===== config.mk =====
export PLATFORM = sky130hd
export DESIGN_NAME = cmm_ram
export DESIGN_NICKNAME = d
export VERILOG_FILES = /design/src/cmm_ram.sv
export SDC_FILE = /design/constraint.sdc
export NUM_CORES = 2
export LEC_CHECK = 0
export ABC_CLOCK_PERIOD_IN_PS = 5550
export BUFFER_PORTS_ARGS = -buffer_cell sky130_fd_sc_hd__buf_4
export CAP_MARGIN = 0
export CELL_PAD_IN_SITES_DETAIL_PLACEMENT = 1
export CELL_PAD_IN_SITES_GLOBAL_PLACEMENT = 2
export CORE_MARGIN = 10
export CORE_UTILIZATION = 46
export CTS_CLUSTER_SIZE = 20
export DETAILED_ROUTE_END_ITERATION = 10
export GPL_TIMING_DRIVEN = 0
export PLACE_DENSITY_LB_ADDON = 0.05
export REMOVE_ABC_BUFFERS = 1
export SLEW_MARGIN = 20
export SYNTH_ARGS = -nofsm -noshare
export SYNTH_HDL_FRONTEND = slang
export SYNTH_SLANG_ARGS = --single-unit

===== constraint.sdc =====
create_clock -name clk -period 5.55 [get_ports clk]
set_input_delay 0.2775 -clock clk [delete_from_list [all_inputs] [get_ports clk]]
set_output_delay 0.2775 -clock clk [all_outputs]
set_load 0.01 [all_outputs]

===== src/cmm_ram.sv =====
// ----------------------------------------------------------------------------
// cmm_ram: generic simple dual-port RAM
// One write port, one read port, read data registered.
// ----------------------------------------------------------------------------
module cmm_ram #(
  parameter int WIDTH = 64,
  parameter int DEPTH = 64
) (
  input  logic                     clk,
  input  logic                     we,
  input  logic [$clog2(DEPTH)-1:0] waddr,
  input  logic [WIDTH-1:0]         wdata,
  input  logic [$clog2(DEPTH)-1:0] raddr,
  output logic [WIDTH-1:0]         rdata
);

  logic [WIDTH-1:0] mem [DEPTH];

  // Write, then registered read
  always_ff @(posedge clk) begin
    if (we) begin
      mem[waddr] <= wdata;
    end
    rdata <= mem[raddr];
  end

endmodule


; Yosys cells after proc, flatten, opt, wreduce, memory -nomap -nowiden
; Memories as Yosys holds them, arrays and structs flattened. A register that Yosys moved wholly into a read port is not among the register bits.
; Cells that the tools add are included.
[word_totals]
elab_cells = 3
inputBits = 78
ram_bits = 4096
mem_count = 1
ff_bits = 0
[memory_table]
columns = name, words, word_bits, rd, rd_clocked_by_memory_dff, write_ports, line
row1 = mem, 64, 64, 1, 1, 1, 17  ; logic [WIDTH-1:0] mem [DEPTH];
[op_classes]
mux = 2
[ops]
columns = operator, n
row1 = 2-to-1 mux 1 bit, 2

; Longest topological paths before layout
[logic_depth]
depth_word = 2
depth_mapped = 9
mapped_depth_nobuf = 5

; Least setup slack after synthesis
; No wires, ideal clock.
[synth_path]
path_type = input to register
from = input waddr[3]
to = memory mem[48][0] (enable)
path_buffers = 1
setup_slack_ns = -0.163
arrival_time_ns = 5.149
required_ns = 4.986
path_stages = 4
cell_sequence = clkbuf_1 > nor2b_1 > nand4b_1 > nor3_1
[synth_lines]
columns = item, line
row1 = from (decl), 11  ; input logic [$clog2(DEPTH)-1:0] waddr,
row2 = to (decl), 17
; Straight into the memory's write port.

==> summary.md <==
The flow ran to the end, and the final reports show no timing, DRC or antenna violations. After clock tree synthesis, the flow added hold-fix buffers numbering 68. The number of violations of the max-capacitance limit is 0, and the count of final max-slew check failures is 0. During synthesis, Yosys emitted a total of 0 warnings. The worst pin sits at a relative slew slack of 28.1%. Number of filler instances in the final layout: 28014. For the pin with the worst max-slew slack, the measured transition is 1.07 ns. The switching fraction of total power came out at 20.9%. The leftover overflow at the end of global routing was 0. The clock net in this run drives a total of 4160 sinks. Part of the total power dissipated in combinational logic: 4.7%. The portion of total power attributed to sequential cells was 52.1%.

The min-delay analysis places its worst path in the category in -> reg. For this run, the slowest stage of the critical path takes 0.57 ns. The setup slack at placement was 0.567 ns; the complex-gate fraction of the synthesized area was 2.48%. The top-area cell type share of the netlist area is 78.7%. In the final layout, the share of cells above drive strength 1 is 30.8%. The cell sitting at the root of the clock tree is a clkbuf_16.

For the number of global-route vias before repair, the log shows 79386. Summing the areas of all fa, ha and maj instances in the mapped netlist gives 0% of the synthesized area. Ranked by total cell area, the synthesized netlist is headed by edfxtp_1 (79%), mux4_2 (15%), mux2i_1 (0.86%).

Counting stages on the worst path, the most repeated cell is buf_16. The number of hold-slack violations in the final timing report is 0. The biggest area contributor in the post-synthesis netlist is edfxtp_1. Sorting the synthesized cells by how often they occur yields edfxtp_1 (4096), mux4_2 (1024), buf_2 (170). Setup repair after global routing left no endpoint under its margin. After layout, the worst setup slack is 1.74 ns. Synthesis inferred 4160 register bits. For the worst setup path, the data arrival time is 4.62 ns. The total iterations of the first detailed-routing run was 5; the post-CTS clock slew at the launch and capture registers of the worst setup and hold paths was 0.06 ns. Wires add up to 442000 µm. In the final timing run, aggregate negative setup slack is 0 ns. The start-to-end type of the worst setup path is in -> reg.

The mean number of vias per cell is 6.11. The worst setup path is launched from an input pin. The leading register cell type out of synthesis was edfxtp_1.

The floorplan step set the die height to 603 µm. The storage element area was 124000 µm². At the end of routability-driven placement, the weighted congestion stood at 0.681. The logs give 79.5% for the post-synthesis sequential area ratio and 142 for the count of boundary I/O pins. After floorplanning, the core was sized to cover 339000 µm².

The fraction of synthesized area in multiplexers is 15.6%. The clock latency on the worst-skew pair is 0.97 ns, and the number of standard cells after synthesis is 6598. STA classifies the critical path endpoint as a flop. Global routing used 23.9% of the available tracks.

The final antenna-violating net count was 0; the instance count after placement with tap cells included was 11348. The fraction of synthesized cell area in xor and xnor cells was 0%. The number of buffers added for setup after CTS was 0; the peak ir drop on the vdd network was 0.324 mV. The portion of total power attributed to the clock network was 43.1%; the area occupied by multi-input gates was 30800 µm². The first routing iteration left 8062 violations.

The most instantiated library cell after synthesis is edfxtp_1. Setup violations remaining at the end of the flow were counted as 0. The wire length of the first global-routing pass is 621000 µm, and the proportion of synthesized flip-flops having asynchronous set or reset is 0%. Post-route DRC violation count: 0.

Once placement finished, the instance area stood at 172000 µm². The critical path goes through buf_16, buf_16, buf_16, buf_16, buf_16, buf_16, mux4_2, mux2i_1, o22ai_1, a31oi_1, a211oi_1. The area of the mapped netlist is 156000 µm², and the area growth from synthesis to final layout is 19.4%.

In this run the horizontal extent of the chip is 603 µm. The wire-length estimate of the detail-placed layout is 287000 µm. Combinational family with the most area after synthesis: multiplexers.

Post-route core utilization: 55.0%. Row generation in the floorplan step produced 214 rows. The final instance area is 187000 µm². Between clock sinks in the finished design, the worst skew comes to 0.0276 ns. In this run the deepest clock path goes through 4 buffers.

The number of antenna violations at the first check in global routing was 21. The final critical-path share of the clock period was 68.6%; the required time of the critical path was 6.37 ns. In this run, synthesis inferred 4096 flip-flops with an integrated enable. Along the worst path, the maximum fanout reaches 78. For this block, the via count after detailed routing is 74786.

Derived from the worst setup path, the maximum achievable clock frequency is 263 MHz. The tools report the number of clock buffers inserted by TritonCTS as 434. In the final design database the tool counted 7394 nets.

The average size of a mapped cell works out to 23.7 µm². Slowest cell on the critical path: mux4_2. In this run the number of H-tree levels came out at 5. The die covers 364000 µm². Total power density per cell area: 358 nW/µm². Of the total synthesized cell area, the portion taken by AND, OR, NAND and NOR gates is 1.24%. Summed over all nets, the switching power comes to 14.0 mW. The logs give 52.9 mW for the internal power consumption and 46.1% for the initial standard-cell utilization of the core. Average wire per standard cell: 36.1 µm.

TritonCTS built the clock tree. The run gives 33 as the number of library cell types mapped by synthesis. Entering global routing, the biggest net connects 107 pins.

For this design the static power due to leakage is 58.8 nW. The count of buffers added on input and output ports is 141. Post-CTS repair changed the size of 0 cells. Once layout is complete, the cells apart from fillers number 12236.

Minimum period implied by the final worst setup slack: 3.81 ns.
cells in the final DEF (no fill, tap or decap), types with 4 or more instances in the layout:
| cell type | netlist | routed |
|---|---|---|
| diode_2 | 0 | 10 |
| edfxtp_1 | 4096 | 4096 |
| a41oi_1 | 26 | 26 |
| nand2_1 | 58 | 53 |
| dlygate4sd3_1 | 0 | 68 |
| buf_12 | 0 | 225 |
| nor2_1 | 112 | 47 |
| nor2_4 | 0 | 65 |
| or3_1 | 29 | 29 |
| nand2b_2 | 0 | 4 |
| inv_1 | 19 | 19 |
| clkbuf_16 | 0 | 442 |
| bufinv_16 | 0 | 39 |
| buf_16 | 0 | 192 |
| clkinv_1 | 0 | 60 |
| o22ai_1 | 83 | 83 |
| a22o_1 | 88 | 88 |
| o221ai_1 | 38 | 38 |
| nor2b_1 | 28 | 24 |
| and3_1 | 64 | 64 |
| or2_2 | 28 | 28 |
| a22oi_1 | 168 | 168 |
| nand3_1 | 45 | 45 |
| a31oi_1 | 18 | 18 |
| buf_4 | 34 | 166 |
| inv_6 | 0 | 13 |
| dfxtp_1 | 64 | 64 |
| a211oi_1 | 63 | 62 |
| a2bb2oi_1 | 19 | 19 |
| clkbuf_1 | 140 | 108 |
| mux2i_1 | 135 | 135 |
| nand2b_1 | 11 | 5 |
| clkbuf_8 | 0 | 29 |
| mux4_2 | 1024 | 1024 |
| nor2b_4 | 0 | 4 |
| clkinv_2 | 0 | 103 |
| clkinvlp_4 | 0 | 10 |
registers in the layout, summed over array words and instances (netlist names):
signal / flops
mem: 4096
rdata: 64
worst max-delay path, delay by kind of cell:
kind	cells	cell delay [ns]
AOI/OAI and AO/OA	3	0.66
muxes	2	0.74
buffers and inverters	6	2.41
layer usage:
metal | share of wire [%] | track usage (%)
met1 | 41 | 32.8
met3 | 5.6 | 3.45
met4 | 2.9 | 6.26
met5 | 0.012 | 0
met2 | 51 | 40.5
power by group through the flow:
stage	clock network, mW	logic (mW)	registers [mW]
5_1_grt	30.7	3.40	34.9
6_report	28.8	3.17	34.9
2_1_floorplan	0	1.27	35.5
3_3_place_gp	0	3.96	35.6
3_5_place_dp	0	3.19	35.5
4_1_cts	29.4	3.24	34.9
metrics by stage:
step | power [mW] | hold slack (ns)
2_1_floorplan | 36.8 | 0.376
3_3_place_gp | 39.5 | 0.673
3_5_place_dp | 38.7 | 0.672
4_1_cts | 67.5 | 0.0531
5_1_grt | 69.0 | 0.0852
6_report | 66.9 | 0.118
final cells by class:
class | instances | share of cell area, %
Inverter | 19 | 0.0382
Tap cell | 4536 | 3.04
Multi-Input combinational cell | 2049 | 16.5
Clock inverter | 231 | 1.18
Timing Repair Buffer | 652 | 6.28
Sequential cell | 4160 | 66.6
Clock buffer | 579 | 6.36
Antenna cell | 10 | 0.0134
final timing paths:
path | startpoint | end | slack, ns | cells past startpoint
min reg2reg | mem[44][42] | rdata[42] | 0.85 | 4
max | raddr[0] | rdata[17] | 1.74 | 11
min | raddr[4] | rdata[18] | 0.12 | 4
max reg2reg | mem[32][21] | rdata[21] | 3.44 | 4
cell families (layout without fill, tap and decap cells):
| family | after synthesis | in the layout |
|---|---|---|
| simple gates | 386 | 386 |
| mux | 1159 | 1159 |
| buf+inv | 389 | 1481 |
| flops | 4160 | 4160 |
| other cells | 0 | 10 |
| compound gates | 504 | 504 |
Note: power is estimated with default switching activity, not from simulation.
